File: src/sv/rrps_pkg.sv
// rrps_pkg: shared types, constants and helpers for the round-robin scheduler
// no dependencies; used by rrps_seq and round_robin_process_scheduler
package rrps_pkg;

    localparam int MAX_TASKS   = 8;
    localparam int QUEUE_DEPTH = 8;

    localparam int TID_W   = 3;
    localparam int CFG_W   = 4;
    localparam int ST_W    = 2;
    localparam int TADDR_W = $clog2(MAX_TASKS);
    localparam int NCNT_W  = $clog2(MAX_TASKS + 1);
    localparam int QP_W    = $clog2(QUEUE_DEPTH);
    localparam int QC_W    = $clog2(QUEUE_DEPTH + 1);
    localparam int QADDR_W = QP_W + 1;
    localparam int QRAM_DEPTH = 2 ** QADDR_W;

    typedef logic [TID_W-1:0]   t_tid;
    typedef logic [CFG_W-1:0]   t_cfg;
    typedef logic [TADDR_W-1:0] t_taddr;
    typedef logic [NCNT_W-1:0]  t_ncnt;
    typedef logic [QP_W-1:0]    t_qptr;
    typedef logic [QC_W-1:0]    t_qcnt;
    typedef logic [QADDR_W-1:0] t_qaddr;

    typedef enum logic [ST_W-1:0] {
        TS_READY    = 2'd0,
        TS_RUNNING  = 2'd1,
        TS_BLOCKED  = 2'd2,
        TS_FINISHED = 2'd3
    } t_tstate;

    localparam logic [2:0] OP_START    = 3'd0;
    localparam logic [2:0] OP_SLICE    = 3'd1;
    localparam logic [2:0] OP_IO_DONE  = 3'd2;
    localparam logic [2:0] OP_SYSCALL  = 3'd3;
    localparam logic [2:0] OP_FINISH   = 3'd4;

    localparam logic [1:0] STAT_DONE    = 2'd0;
    localparam logic [1:0] STAT_IGNORED = 2'd1;
    localparam logic [1:0] STAT_UNKNOWN = 2'd2;
    localparam logic [1:0] STAT_FULL    = 2'd3;

    // upper address bit of the shared queue memory selects the queue
    localparam logic QSEL_READY   = 1'b0;
    localparam logic QSEL_BLOCKED = 1'b1;

    localparam t_cfg TASK_COUNT_RESET = 4'd3;

    typedef struct packed {
        logic [2:0] operation;
        t_tid       task_id;
    } t_in_req;

    typedef struct packed {
        logic       stop_valid;
        t_tid       stop_id;
        logic       dispatch_valid;
        t_tid       dispatch_id;
        logic       running_valid;
        t_tid       running_id;
        logic [1:0] status;
        logic       all_finished;
    } t_out_rsp;

    typedef struct packed {
        logic            we;
        t_taddr          waddr;
        logic [ST_W-1:0] wdata;
        t_taddr          raddr;
    } t_tram_req;

    typedef struct packed {
        logic   we;
        t_qaddr waddr;
        t_tid   wdata;
        t_qaddr raddr;
    } t_qram_req;

    function automatic t_qptr q_next(t_qptr p);
        return (p == t_qptr'(QUEUE_DEPTH - 1)) ? '0 : p + 1'b1;
    endfunction

endpackage

File: src/sv/rrps_ram.sv
// rrps_ram: generic single-write, single-read synchronous ram
// registered read data; no dependencies
module rrps_ram #(
    parameter int WIDTH = 8,
    parameter int DEPTH = 16
) (
    input  logic                     i_clk,
    input  logic                     i_we,
    input  logic [$clog2(DEPTH)-1:0] i_waddr,
    input  logic [WIDTH-1:0]         i_wdata,
    input  logic [$clog2(DEPTH)-1:0] i_raddr,
    output logic [WIDTH-1:0]         o_rdata
);

    logic [WIDTH-1:0] r_mem [DEPTH];

    always_ff @(posedge i_clk) begin
        if (i_we) begin
            r_mem[i_waddr] <= i_wdata;
        end
        o_rdata <= r_mem[i_raddr];
    end

endmodule

File: src/sv/rrps_seq.sv
// rrps_seq: scheduler sequencer, reads, modifies and writes back the task
// state ram and the shared ready/blocked queue ram; depends on rrps_pkg
module rrps_seq (
    input  logic                  i_clk,
    input  logic                  i_rst_n,
    input  logic                  i_in_valid,
    output logic                  o_in_ready,
    input  rrps_pkg::t_in_req     i_in,
    input  rrps_pkg::t_cfg        i_task_count,
    output rrps_pkg::t_tram_req   o_tram,
    input  logic [rrps_pkg::ST_W-1:0] i_tram_rdata,
    output rrps_pkg::t_qram_req   o_qram,
    input  rrps_pkg::t_tid        i_qram_rdata,
    output logic                  o_done,
    input  logic                  i_done_ready,
    output rrps_pkg::t_out_rsp    o_rsp
);

    typedef enum logic [3:0] {
        S_IDLE, S_FILL, S_TCHK, S_IO_RD, S_IO_CHK, S_SCAN, S_DISP, S_DRD, S_DCHK, S_FIN
    } t_state;

    t_state r_state, n_state;
    logic [2:0] r_op, n_op;
    rrps_pkg::t_tid r_id, n_id;
    logic [rrps_pkg::MAX_TASKS-1:0] r_tvalid, n_tvalid;
    rrps_pkg::t_taddr r_taddr;
    rrps_pkg::t_qptr r_rhead, n_rhead, r_rtail, n_rtail;
    rrps_pkg::t_qcnt r_rcnt, n_rcnt;
    rrps_pkg::t_qptr r_bhead, n_bhead, r_btail, n_btail;
    rrps_pkg::t_qcnt r_bcnt, n_bcnt;
    logic r_cur_v, n_cur_v;
    rrps_pkg::t_tid r_cur, n_cur;
    rrps_pkg::t_ncnt r_live, n_live;
    rrps_pkg::t_tid r_put_id, n_put_id;
    rrps_pkg::t_qptr r_scan_ptr, n_scan_ptr;
    rrps_pkg::t_qcnt r_scan_cnt, n_scan_cnt;
    logic r_pend, n_pend;
    rrps_pkg::t_qcnt r_fill, n_fill;
    logic [1:0] r_status, n_status;
    logic r_stop_v, n_stop_v;
    rrps_pkg::t_tid r_stop_id, n_stop_id;
    logic r_disp_v, n_disp_v;
    rrps_pkg::t_tid r_disp_id, n_disp_id;

    rrps_pkg::t_ncnt n_act;
    rrps_pkg::t_qcnt n_fill_to;
    rrps_pkg::t_tstate rd_state;
    rrps_pkg::t_ncnt live_dec;
    logic cur_keep;
    logic scan_hit;

    // tasks in use, clamped to the table size
    assign n_act = (i_task_count > rrps_pkg::t_cfg'(rrps_pkg::MAX_TASKS))
                 ? rrps_pkg::t_ncnt'(rrps_pkg::MAX_TASKS)
                 : rrps_pkg::t_ncnt'(i_task_count);
    assign n_fill_to = (n_act > rrps_pkg::t_ncnt'(rrps_pkg::QUEUE_DEPTH))
                     ? rrps_pkg::t_qcnt'(rrps_pkg::QUEUE_DEPTH)
                     : rrps_pkg::t_qcnt'(n_act);

    // an entry never written since start reads as ready
    assign rd_state = r_tvalid[r_taddr] ? rrps_pkg::t_tstate'(i_tram_rdata)
                                        : rrps_pkg::TS_READY;
    assign live_dec = (r_live != '0) ? r_live - 1'b1 : '0;
    assign cur_keep = r_cur_v && (r_cur != r_id);
    assign scan_hit = r_pend && (i_qram_rdata == r_put_id);

    assign o_in_ready = (r_state == S_IDLE);
    assign o_done     = (r_state == S_FIN);

    always_comb begin
        o_rsp.stop_valid     = r_stop_v;
        o_rsp.stop_id        = r_stop_id;
        o_rsp.dispatch_valid = r_disp_v;
        o_rsp.dispatch_id    = r_disp_id;
        o_rsp.running_valid  = r_cur_v;
        o_rsp.running_id     = r_cur_v ? r_cur : '0;
        o_rsp.status         = r_status;
        o_rsp.all_finished   = (r_live == '0);
    end

    always_comb begin
        n_state    = r_state;
        n_op       = r_op;
        n_id       = r_id;
        n_tvalid   = r_tvalid;
        n_rhead    = r_rhead;
        n_rtail    = r_rtail;
        n_rcnt     = r_rcnt;
        n_bhead    = r_bhead;
        n_btail    = r_btail;
        n_bcnt     = r_bcnt;
        n_cur_v    = r_cur_v;
        n_cur      = r_cur;
        n_live     = r_live;
        n_put_id   = r_put_id;
        n_scan_ptr = r_scan_ptr;
        n_scan_cnt = r_scan_cnt;
        n_pend     = r_pend;
        n_fill     = r_fill;
        n_status   = r_status;
        n_stop_v   = r_stop_v;
        n_stop_id  = r_stop_id;
        n_disp_v   = r_disp_v;
        n_disp_id  = r_disp_id;

        o_tram.we    = 1'b0;
        o_tram.waddr = rrps_pkg::t_taddr'(r_id);
        o_tram.wdata = rrps_pkg::TS_READY;
        o_tram.raddr = rrps_pkg::t_taddr'(i_in.task_id);
        o_qram.we    = 1'b0;
        o_qram.waddr = {rrps_pkg::QSEL_READY, r_rtail};
        o_qram.wdata = r_put_id;
        o_qram.raddr = {rrps_pkg::QSEL_READY, r_rhead};

        case (r_state)
            S_IDLE: begin
                if (i_in_valid) begin
                    n_op      = i_in.operation;
                    n_id      = i_in.task_id;
                    n_status  = rrps_pkg::STAT_DONE;
                    n_stop_v  = 1'b0;
                    n_stop_id = '0;
                    n_disp_v  = 1'b0;
                    n_disp_id = '0;
                    case (i_in.operation)
                        rrps_pkg::OP_START: begin
                            n_tvalid = '0;
                            n_rhead  = '0;
                            n_rtail  = '0;
                            n_rcnt   = '0;
                            n_bhead  = '0;
                            n_btail  = '0;
                            n_bcnt   = '0;
                            n_cur_v  = 1'b0;
                            n_cur    = '0;
                            n_live   = n_act;
                            n_fill   = '0;
                            if (n_act > rrps_pkg::t_ncnt'(rrps_pkg::QUEUE_DEPTH)) begin
                                n_status = rrps_pkg::STAT_FULL;
                            end
                            n_state = S_FILL;
                        end
                        rrps_pkg::OP_SLICE: begin
                            if (r_cur_v) begin
                                o_tram.we    = 1'b1;
                                o_tram.waddr = rrps_pkg::t_taddr'(r_cur);
                                o_tram.wdata = rrps_pkg::TS_READY;
                                n_tvalid[rrps_pkg::t_taddr'(r_cur)] = 1'b1;
                                n_stop_v   = 1'b1;
                                n_stop_id  = r_cur;
                                n_cur_v    = 1'b0;
                                n_cur      = '0;
                                n_put_id   = r_cur;
                                n_scan_ptr = r_rhead;
                                n_scan_cnt = '0;
                                n_pend     = 1'b0;
                                if (rrps_pkg::t_ncnt'(r_cur) >= n_act) begin
                                    n_state = S_DISP;
                                end else begin
                                    n_state = S_SCAN;
                                end
                            end else begin
                                n_state = S_DISP;
                            end
                        end
                        rrps_pkg::OP_IO_DONE: begin
                            if (r_bcnt == '0) begin
                                n_status = rrps_pkg::STAT_IGNORED;
                                n_state  = S_FIN;
                            end else begin
                                o_qram.raddr = {rrps_pkg::QSEL_BLOCKED, r_bhead};
                                n_bhead = rrps_pkg::q_next(r_bhead);
                                n_bcnt  = r_bcnt - 1'b1;
                                n_state = S_IO_RD;
                            end
                        end
                        rrps_pkg::OP_SYSCALL, rrps_pkg::OP_FINISH: begin
                            if (rrps_pkg::t_ncnt'(i_in.task_id) >= n_act) begin
                                n_status = rrps_pkg::STAT_UNKNOWN;
                                n_state  = S_FIN;
                            end else begin
                                n_state = S_TCHK;
                            end
                        end
                        default: begin
                            n_state = S_FIN;
                        end
                    endcase
                end
            end

            // write task ids 0 .. up into the ready queue, one a cycle
            S_FILL: begin
                if (r_fill < n_fill_to) begin
                    o_qram.we    = 1'b1;
                    o_qram.waddr = {rrps_pkg::QSEL_READY, rrps_pkg::t_qptr'(r_fill)};
                    o_qram.wdata = rrps_pkg::t_tid'(r_fill);
                    n_fill = r_fill + 1'b1;
                end else begin
                    n_rcnt  = n_fill_to;
                    n_rtail = (n_fill_to == rrps_pkg::t_qcnt'(rrps_pkg::QUEUE_DEPTH))
                            ? '0 : rrps_pkg::t_qptr'(n_fill_to);
                    n_state = S_DISP;
                end
            end

            S_TCHK: begin
                if (rd_state == rrps_pkg::TS_FINISHED) begin
                    n_status = rrps_pkg::STAT_UNKNOWN;
                    n_state  = S_FIN;
                end else if (r_op == rrps_pkg::OP_SYSCALL) begin
                    if (r_bcnt >= rrps_pkg::t_qcnt'(rrps_pkg::QUEUE_DEPTH)) begin
                        n_status = rrps_pkg::STAT_FULL;
                        n_state  = S_FIN;
                    end else begin
                        o_tram.we    = 1'b1;
                        o_tram.wdata = rrps_pkg::TS_BLOCKED;
                        n_tvalid[rrps_pkg::t_taddr'(r_id)] = 1'b1;
                        o_qram.we    = 1'b1;
                        o_qram.waddr = {rrps_pkg::QSEL_BLOCKED, r_btail};
                        o_qram.wdata = r_id;
                        n_btail   = rrps_pkg::q_next(r_btail);
                        n_bcnt    = r_bcnt + 1'b1;
                        n_stop_v  = 1'b1;
                        n_stop_id = r_id;
                        n_cur_v   = cur_keep;
                        n_cur     = cur_keep ? r_cur : '0;
                        n_state   = cur_keep ? S_FIN : S_DISP;
                    end
                end else begin
                    o_tram.we    = 1'b1;
                    o_tram.wdata = rrps_pkg::TS_FINISHED;
                    n_tvalid[rrps_pkg::t_taddr'(r_id)] = 1'b1;
                    n_live  = live_dec;
                    n_cur_v = cur_keep;
                    n_cur   = cur_keep ? r_cur : '0;
                    n_state = (live_dec != '0 && !cur_keep) ? S_DISP : S_FIN;
                end
            end

            S_IO_RD: begin
                o_tram.raddr = rrps_pkg::t_taddr'(i_qram_rdata);
                n_put_id     = i_qram_rdata;
                n_state      = S_IO_CHK;
            end

            S_IO_CHK: begin
                if (rd_state == rrps_pkg::TS_BLOCKED) begin
                    o_tram.we    = 1'b1;
                    o_tram.waddr = rrps_pkg::t_taddr'(r_put_id);
                    o_tram.wdata = rrps_pkg::TS_READY;
                    n_tvalid[rrps_pkg::t_taddr'(r_put_id)] = 1'b1;
                    n_scan_ptr = r_rhead;
                    n_scan_cnt = '0;
                    n_pend     = 1'b0;
                    if (rrps_pkg::t_ncnt'(r_put_id) >= n_act) begin
                        n_state = r_cur_v ? S_FIN : S_DISP;
                    end else begin
                        n_state = S_SCAN;
                    end
                end else begin
                    // stale or finished entry is dropped
                    n_state = S_FIN;
                end
            end

            // duplicate search: one read issued and one compare per cycle
            S_SCAN: begin
                if (scan_hit) begin
                    n_state = r_cur_v ? S_FIN : S_DISP;
                end else if (r_scan_cnt < r_rcnt) begin
                    o_qram.raddr = {rrps_pkg::QSEL_READY, r_scan_ptr};
                    n_scan_ptr   = rrps_pkg::q_next(r_scan_ptr);
                    n_scan_cnt   = r_scan_cnt + 1'b1;
                    n_pend       = 1'b1;
                end else begin
                    if (r_rcnt >= rrps_pkg::t_qcnt'(rrps_pkg::QUEUE_DEPTH)) begin
                        n_status = rrps_pkg::STAT_FULL;
                    end else begin
                        o_qram.we = 1'b1;
                        n_rtail   = rrps_pkg::q_next(r_rtail);
                        n_rcnt    = r_rcnt + 1'b1;
                    end
                    n_state = r_cur_v ? S_FIN : S_DISP;
                end
            end

            S_DISP: begin
                if (r_rcnt == '0) begin
                    n_state = S_FIN;
                end else begin
                    n_rhead = rrps_pkg::q_next(r_rhead);
                    n_rcnt  = r_rcnt - 1'b1;
                    n_state = S_DRD;
                end
            end

            S_DRD: begin
                o_tram.raddr = rrps_pkg::t_taddr'(i_qram_rdata);
                n_put_id     = i_qram_rdata;
                n_state      = S_DCHK;
            end

            // skip entries whose task left the ready state
            S_DCHK: begin
                if (rd_state == rrps_pkg::TS_READY) begin
                    o_tram.we    = 1'b1;
                    o_tram.waddr = rrps_pkg::t_taddr'(r_put_id);
                    o_tram.wdata = rrps_pkg::TS_RUNNING;
                    n_tvalid[rrps_pkg::t_taddr'(r_put_id)] = 1'b1;
                    n_cur_v   = 1'b1;
                    n_cur     = r_put_id;
                    n_disp_v  = 1'b1;
                    n_disp_id = r_put_id;
                    n_state   = S_FIN;
                end else begin
                    n_state = S_DISP;
                end
            end

            S_FIN: begin
                if (i_done_ready) begin
                    n_state = S_IDLE;
                end
            end

            default: begin
                n_state = S_IDLE;
            end
        endcase
    end

    always_ff @(posedge i_clk) begin
        if (!i_rst_n) begin
            r_state    <= S_IDLE;
            r_op       <= rrps_pkg::OP_START;
            r_id       <= '0;
            r_tvalid   <= '0;
            r_taddr    <= '0;
            r_rhead    <= '0;
            r_rtail    <= '0;
            r_rcnt     <= '0;
            r_bhead    <= '0;
            r_btail    <= '0;
            r_bcnt     <= '0;
            r_cur_v    <= 1'b0;
            r_cur      <= '0;
            r_live     <= '0;
            r_put_id   <= '0;
            r_scan_ptr <= '0;
            r_scan_cnt <= '0;
            r_pend     <= 1'b0;
            r_fill     <= '0;
            r_status   <= rrps_pkg::STAT_DONE;
            r_stop_v   <= 1'b0;
            r_stop_id  <= '0;
            r_disp_v   <= 1'b0;
            r_disp_id  <= '0;
        end else begin
            r_state    <= n_state;
            r_op       <= n_op;
            r_id       <= n_id;
            r_tvalid   <= n_tvalid;
            r_taddr    <= o_tram.raddr;
            r_rhead    <= n_rhead;
            r_rtail    <= n_rtail;
            r_rcnt     <= n_rcnt;
            r_bhead    <= n_bhead;
            r_btail    <= n_btail;
            r_bcnt     <= n_bcnt;
            r_cur_v    <= n_cur_v;
            r_cur      <= n_cur;
            r_live     <= n_live;
            r_put_id   <= n_put_id;
            r_scan_ptr <= n_scan_ptr;
            r_scan_cnt <= n_scan_cnt;
            r_pend     <= n_pend;
            r_fill     <= n_fill;
            r_status   <= n_status;
            r_stop_v   <= n_stop_v;
            r_stop_id  <= n_stop_id;
            r_disp_v   <= n_disp_v;
            r_disp_id  <= n_disp_id;
        end
    end

endmodule

File: src/sv/round_robin_process_scheduler.sv
// the time from taking a request to its result is set by the sequencer walking the
//   queue ram: one entry per cycle in the duplicate search, the pop, read and check states
//   for each popped ready entry on dispatch, one task per cycle on start; one request at a time
// the result waits in an output register while the next request is taken
// reset: synchronous active low; clears pointers, counts, task state valid bits
//   and the running task, task_count returns to 3; no ram clearing pass
module round_robin_process_scheduler (
    input  logic               i_clk,
    input  logic               i_rst_n,
    input  logic               i_in_valid,
    output logic               o_in_ready,
    input  rrps_pkg::t_in_req  i_in,
    output logic               o_out_valid,
    input  logic               i_out_ready,
    output rrps_pkg::t_out_rsp o_out,
    input  logic               i_cfg_valid,
    output logic               o_cfg_ready,
    input  rrps_pkg::t_cfg     i_cfg_data
);

    rrps_pkg::t_cfg r_task_count;
    logic r_out_valid;
    rrps_pkg::t_out_rsp r_out;

    rrps_pkg::t_tram_req tram_req;
    rrps_pkg::t_qram_req qram_req;
    logic [rrps_pkg::ST_W-1:0] tram_rdata;
    rrps_pkg::t_tid qram_rdata;
    logic seq_done;
    logic done_ready;
    rrps_pkg::t_out_rsp seq_rsp;

    assign o_cfg_ready = 1'b1;
    assign o_out_valid = r_out_valid;
    assign o_out       = r_out;
    assign done_ready  = !r_out_valid || i_out_ready;

    rrps_ram #(
        .WIDTH (rrps_pkg::ST_W),
        .DEPTH (rrps_pkg::MAX_TASKS)
    ) u_task_ram (
        .i_clk   (i_clk),
        .i_we    (tram_req.we),
        .i_waddr (tram_req.waddr),
        .i_wdata (tram_req.wdata),
        .i_raddr (tram_req.raddr),
        .o_rdata (tram_rdata)
    );

    // ready queue in the lower half, blocked queue in the upper half
    rrps_ram #(
        .WIDTH (rrps_pkg::TID_W),
        .DEPTH (rrps_pkg::QRAM_DEPTH)
    ) u_queue_ram (
        .i_clk   (i_clk),
        .i_we    (qram_req.we),
        .i_waddr (qram_req.waddr),
        .i_wdata (qram_req.wdata),
        .i_raddr (qram_req.raddr),
        .o_rdata (qram_rdata)
    );

    rrps_seq u_seq (
        .i_clk        (i_clk),
        .i_rst_n      (i_rst_n),
        .i_in_valid   (i_in_valid),
        .o_in_ready   (o_in_ready),
        .i_in         (i_in),
        .i_task_count (r_task_count),
        .o_tram       (tram_req),
        .i_tram_rdata (tram_rdata),
        .o_qram       (qram_req),
        .i_qram_rdata (qram_rdata),
        .o_done       (seq_done),
        .i_done_ready (done_ready),
        .o_rsp        (seq_rsp)
    );

    always_ff @(posedge i_clk) begin
        if (!i_rst_n) begin
            r_task_count <= rrps_pkg::TASK_COUNT_RESET;
            r_out_valid  <= 1'b0;
        end else begin
            if (i_cfg_valid) begin
                r_task_count <= i_cfg_data;
            end
            if (seq_done && done_ready) begin
                r_out_valid <= 1'b1;
            end else if (i_out_ready) begin
                r_out_valid <= 1'b0;
            end
        end
    end

    always_ff @(posedge i_clk) begin
        if (seq_done && done_ready) begin
            r_out <= seq_rsp;
        end
    end

`ifndef SYNTHESIS
    a_one_request: assert property (@(posedge i_clk) disable iff (!i_rst_n)
        (i_in_valid && o_in_ready) |=> !o_in_ready)
        else $error("request taken while another is in progress");

    a_dispatch_runs: assert property (@(posedge i_clk) disable iff (!i_rst_n)
        (o_out_valid && o_out.dispatch_valid) |->
        (o_out.running_valid && o_out.running_id == o_out.dispatch_id))
        else $error("dispatched task is not the running task");

    a_idle_id_zero: assert property (@(posedge i_clk) disable iff (!i_rst_n)
        (o_out_valid && !o_out.running_valid) |-> (o_out.running_id == '0))
        else $error("running id nonzero while idle");

    a_ignored_quiet: assert property (@(posedge i_clk) disable iff (!i_rst_n)
        (o_out_valid && o_out.status == rrps_pkg::STAT_IGNORED) |->
        (!o_out.stop_valid && !o_out.dispatch_valid))
        else $error("ignored io completion changed the running task");
`endif

endmodule
File: config.mk
export PLATFORM = sky130hd
export DESIGN_NAME = round_robin_process_scheduler
export DESIGN_NICKNAME = d
export VERILOG_FILES = /design/src/sv/rrps_pkg.sv /design/src/sv/rrps_ram.sv /design/src/sv/rrps_seq.sv /design/src/sv/round_robin_process_scheduler.sv
export SDC_FILE = /design/constraint.sdc
export NUM_CORES = 1
export LEC_CHECK = 0
export BUFFER_PORTS_ARGS = -buffer_cell sky130_fd_sc_hd__buf_2
export CORE_UTILIZATION = 46
export DETAILED_ROUTE_END_ITERATION = 10
export PLACE_DENSITY = 0.75
export SLEW_MARGIN = 20
export SYNTH_ARGS = -nofsm -noshare
export SYNTH_HDL_FRONTEND = slang
export SYNTH_HIERARCHICAL = 1
export SYNTH_SLANG_ARGS = --single-unit
File: constraint.sdc
create_clock -name i_clk -period 2.8 [get_ports i_clk]
set_input_delay 0.28 -clock i_clk [delete_from_list [all_inputs] [get_ports i_clk]]
set_output_delay 0.28 -clock i_clk [all_outputs]
set_load 0.02 [all_outputs]
==> qor.json <==
{
  "routing": {
    "detail-route-antenna-nets": 0,
    "drt_first_iter_violations": 750,
    "drt_pass1_iterations": 7,
    "avgViaCountPerCell": 6.20,
    "wl_um": 23700,
    "detailroute.via_count": 7507,
    "detail_route.drc_violations": 0,
    "routed_wire_length_per_instance_um": 19.6
  },
  "cts": {
    "cts.sink_count": 163,
    "clockRootBuffer": "sky130_fd_sc_hd__clkbuf_16",
    "cts_inserted_buffers": 17,
    "hold_buffers": 0,
    "clock_tree_from_tritoncts": "yes",
    "number_of_levels_in_the_clock_h_tree": 4,
    "clk_transition_reported_paths_ps": 70,
    "clockBufferDepth": 2,
    "clock_insertion_delay_worst_skew_ps": 430
  },
  "timing": {
    "worst_clock_skew_ps": 9.10,
    "max_slew_headroom": 0.434,
    "final-max-slew-violation-count": 0,
    "rsz_0062_raised_after_global_routing": "yes",
    "finalWorstPathRequiredPeriod_ps": 2750,
    "worst_hold_slack_ps": 71.2,
    "max_slew.worst_pin.slew_ps": 840,
    "clock.fmax_mhz": 364,
    "setup-violations-final": 0,
    "final.period_utilization": 0.981,
    "hold_violations": 0
  },
  "logic_synthesis": {
    "avgSynthCellArea_um2": 9.99,
    "async_s_r_ff_share_synth": 0,
    "netlist-cell-type-count": 90,
    "ys.flop_type": "sky130_fd_sc_hd__dfxtp_1",
    "synth_cells": 874,
    "synth-edff-count": 79,
    "yosysWarningCount": 6,
    "synth-seq-area-share": 0.464,
    "syn_area_um2": 8730,
    "synthesis.nets": 922,
    "ys_ff_latch": 163
  },
  "critical_path": {
    "ff2ff_path_depth": 9,
    "crit_top_cell": "sky130_fd_sc_hd__a22oi_1",
    "start_kind": "flip-flop",
    "critPathCaptureType": "flip-flop",
    "worst-path-max-fanout": 10,
    "r2r-end": "u_queue_ram/o_rdata[2]",
    "worstPathArrival_ps": 3060,
    "worst-endpoint-required_ps": 3110,
    "regToRegStartpoint": "u_seq/r_state[2]",
    "path_cells": "nor4bb_2, o41a_1, o21a_1, a22oi_1, nand2_2, buf_12, mux4_2, a22oi_1, nand3_1",
    "critPathMaxStageDelay_ps": 490,
    "cpMaxStageDelayCell": "sky130_fd_sc_hd__mux4_2",
    "setup.reg_to_reg.worst_slack_ps": 50,
    "critical_path_start_end_classification": "flip-flop to flip-flop"
  },
  "finish": {
    "finalNetCount": 1012,
    "layout_common_cells": "sky130_fd_sc_hd__nand2_1, sky130_fd_sc_hd__buf_4, sky130_fd_sc_hd__dfxtp_1, sky130_fd_sc_hd__edfxtp_1, sky130_fd_sc_hd__a21oi_1",
    "area_delta_synth_final_pct": 19.0,
    "diodes": 0,
    "total_area_of_multi_input_combinational_cells_um2": 4450,
    "layout-drive-gt1-share": 0.218,
    "utilization": 0.557,
    "layout.cells.most_common": "sky130_fd_sc_hd__nand2_1",
    "fillerInstances": 1577,
    "seqCellArea_um2": 4060
  },
  "global_route": {
    "globalRouteTotalUtil": 0.250,
    "grt_first_pass_wirelength_um": 37800,
    "largest_net_degree_at_the_start_of_global_routing": 55,
    "number_of_antenna_violations_at_the_first_check_in_global_routing": 0,
    "via_count_of_the_first_global_routing_pass": 7160,
    "grt_overflow_total": 0
  },
  "die": {
    "std_cell_rows": 50,
    "die_width_um": 140,
    "initial_utilization": 0.468,
    "top_level_port_count": 33,
    "dieHeight_um": 140,
    "coreArea_um2": 18600,
    "die_area_um2": 19500
  },
  "job": {
    "cap_violations": 0
  },
  "place": {
    "gpl.final_weighted_congestion": 0.938,
    "io_buffer_count": 31,
    "detailedPlacementHpwl_um": 17000
  },
  "min_path": {
    "min_to": "r_task_count[1]",
    "min_delay_path_depth": 3,
    "min-delay-path-class": "primary input to flip-flop",
    "min-delay-start": "i_cfg_data[1]"
  },
  "power": {
    "powerDensity_nw_per_um2": 851,
    "irDropWorstVdd_uv": 545,
    "total_power_mw": 8.84,
    "p_leak_nw": 3.93
  },
  "run_status": {
    "run_status": "finished, final reports clean"
  }
}
registers in the layout, summed over array words and instances (netlist names), 8 cells and up:
signal	count
u_queue_ram/r_mem	48
u_task_ram/r_mem	16
o_out	15
u_seq/r_tvalid	8
cells by family after synthesis:
family	synth area share
adder cells (fa/ha/maj)	0.0482
multiplexers	0.0668
flip-flops	0.464
buffers and inverters	0.0400
AND/OR/NAND/NOR	0.186
XOR/XNOR	0.0100
other	0.000430
AO/OA/AOI/OAI	0.184
cell type report:
| class | instances | share of cell area |
|---|---|---|
| multi-input cells | 632 | 0.428 |
| flip-flops and latches | 163 | 0.390 |
| clock buffers | 17 | 0.0409 |
| repair buffers | 119 | 0.0797 |
| clock inverters | 14 | 0.0204 |
| well taps | 234 | 0.0282 |
| inverters | 31 | 0.0119 |
routing by layer:
metal	vias up	GRT usage	share of wire
met5	-	0	0
met4	0	0.115	0.034
met3	68	0.0530	0.080
met2	412	0.405	0.47
met1	3566	0.320	0.42
li1	3461	-	-
how the worst max path moves through the flow:
stage	startpoint	end	slack, ps	cells past startpoint
2_1_floorplan	u_seq/r_state[3]	u_queue_ram/o_rdata[1]	-50	12
3_3_place_gp	u_seq/r_taddr[0]	u_queue_ram/r_mem[3][2]	50	7
3_5_place_dp	r_task_count[3]	u_queue_ram/r_mem[3][1]	-50	9
4_1_cts	r_task_count[3]	u_queue_ram/r_mem[0][2]	-30	9
5_1_grt	r_task_count[3]	u_queue_ram/r_mem[4][0]	-50	12
6_report	u_seq/r_state[2]	u_queue_ram/o_rdata[2]	50	9
what timing repair did:
item | 4_1_cts | 5_1_grt
setup buffers | 0 | 5
pin swaps | 0 | 1
gates resized for setup | 2 | 26
hold endpoints to repair | 0 | 0
endpoints found under the setup margin | 12 | 63
synth_stat cells (12+ instances only):
master                     count  share of area
sky130_fd_sc_hd__a211oi_1     23          0.020
sky130_fd_sc_hd__a21oi_1      71          0.041
sky130_fd_sc_hd__a31oi_1      15          0.011
sky130_fd_sc_hd__and2_1       13         0.0093
sky130_fd_sc_hd__buf_2        12         0.0069
sky130_fd_sc_hd__clkbuf_1     27          0.012
sky130_fd_sc_hd__dfxtp_1      84           0.19
sky130_fd_sc_hd__edfxtp_1     79           0.27
sky130_fd_sc_hd__ha_1         32          0.046
sky130_fd_sc_hd__inv_1        28          0.012
sky130_fd_sc_hd__mux4_1       12          0.036
sky130_fd_sc_hd__nand2_1      99          0.043
sky130_fd_sc_hd__nand2b_1     15          0.011
sky130_fd_sc_hd__nand3_1      30          0.017
sky130_fd_sc_hd__nor2_1       78          0.034
sky130_fd_sc_hd__nor3_1       26          0.015
sky130_fd_sc_hd__o21ai_0      29          0.017
worst max-delay path, delay by kind of cell, from the launching register on:
kind | cells | cell delay [ps]
compound gates | 4 | 830
buf+inv | 1 | 160
flops | 1 | 430
mux | 1 | 490
simple gates | 3 | 700
report_power, final:
group / switching (mW) / leakage, nW / total [mW] / internal, mW
Combinational: 1.98 / 2.22 / 3.25 / 1.28
Clock: 1.03 / 0.310 / 2.55 / 1.52
Sequential: 0.240 / 1.39 / 3.04 / 2.80
Total: 3.24 / 3.93 / 8.84 / 5.60
stage by stage:
step                      setup WS (ps)  cells  cell area [um2]  TNS, ps
after detailed placement          -49.6   1174             9620     -253
after floorplan                   -48.1    874             8790     -557
after global placement             52.0   1174             9620        0
after global routing              -51.1   1210            10400     -461
final                              54.2   1210            10400        0
after CTS                         -34.9   1205            10300     -173
Power figures use the tool's default switching activity.
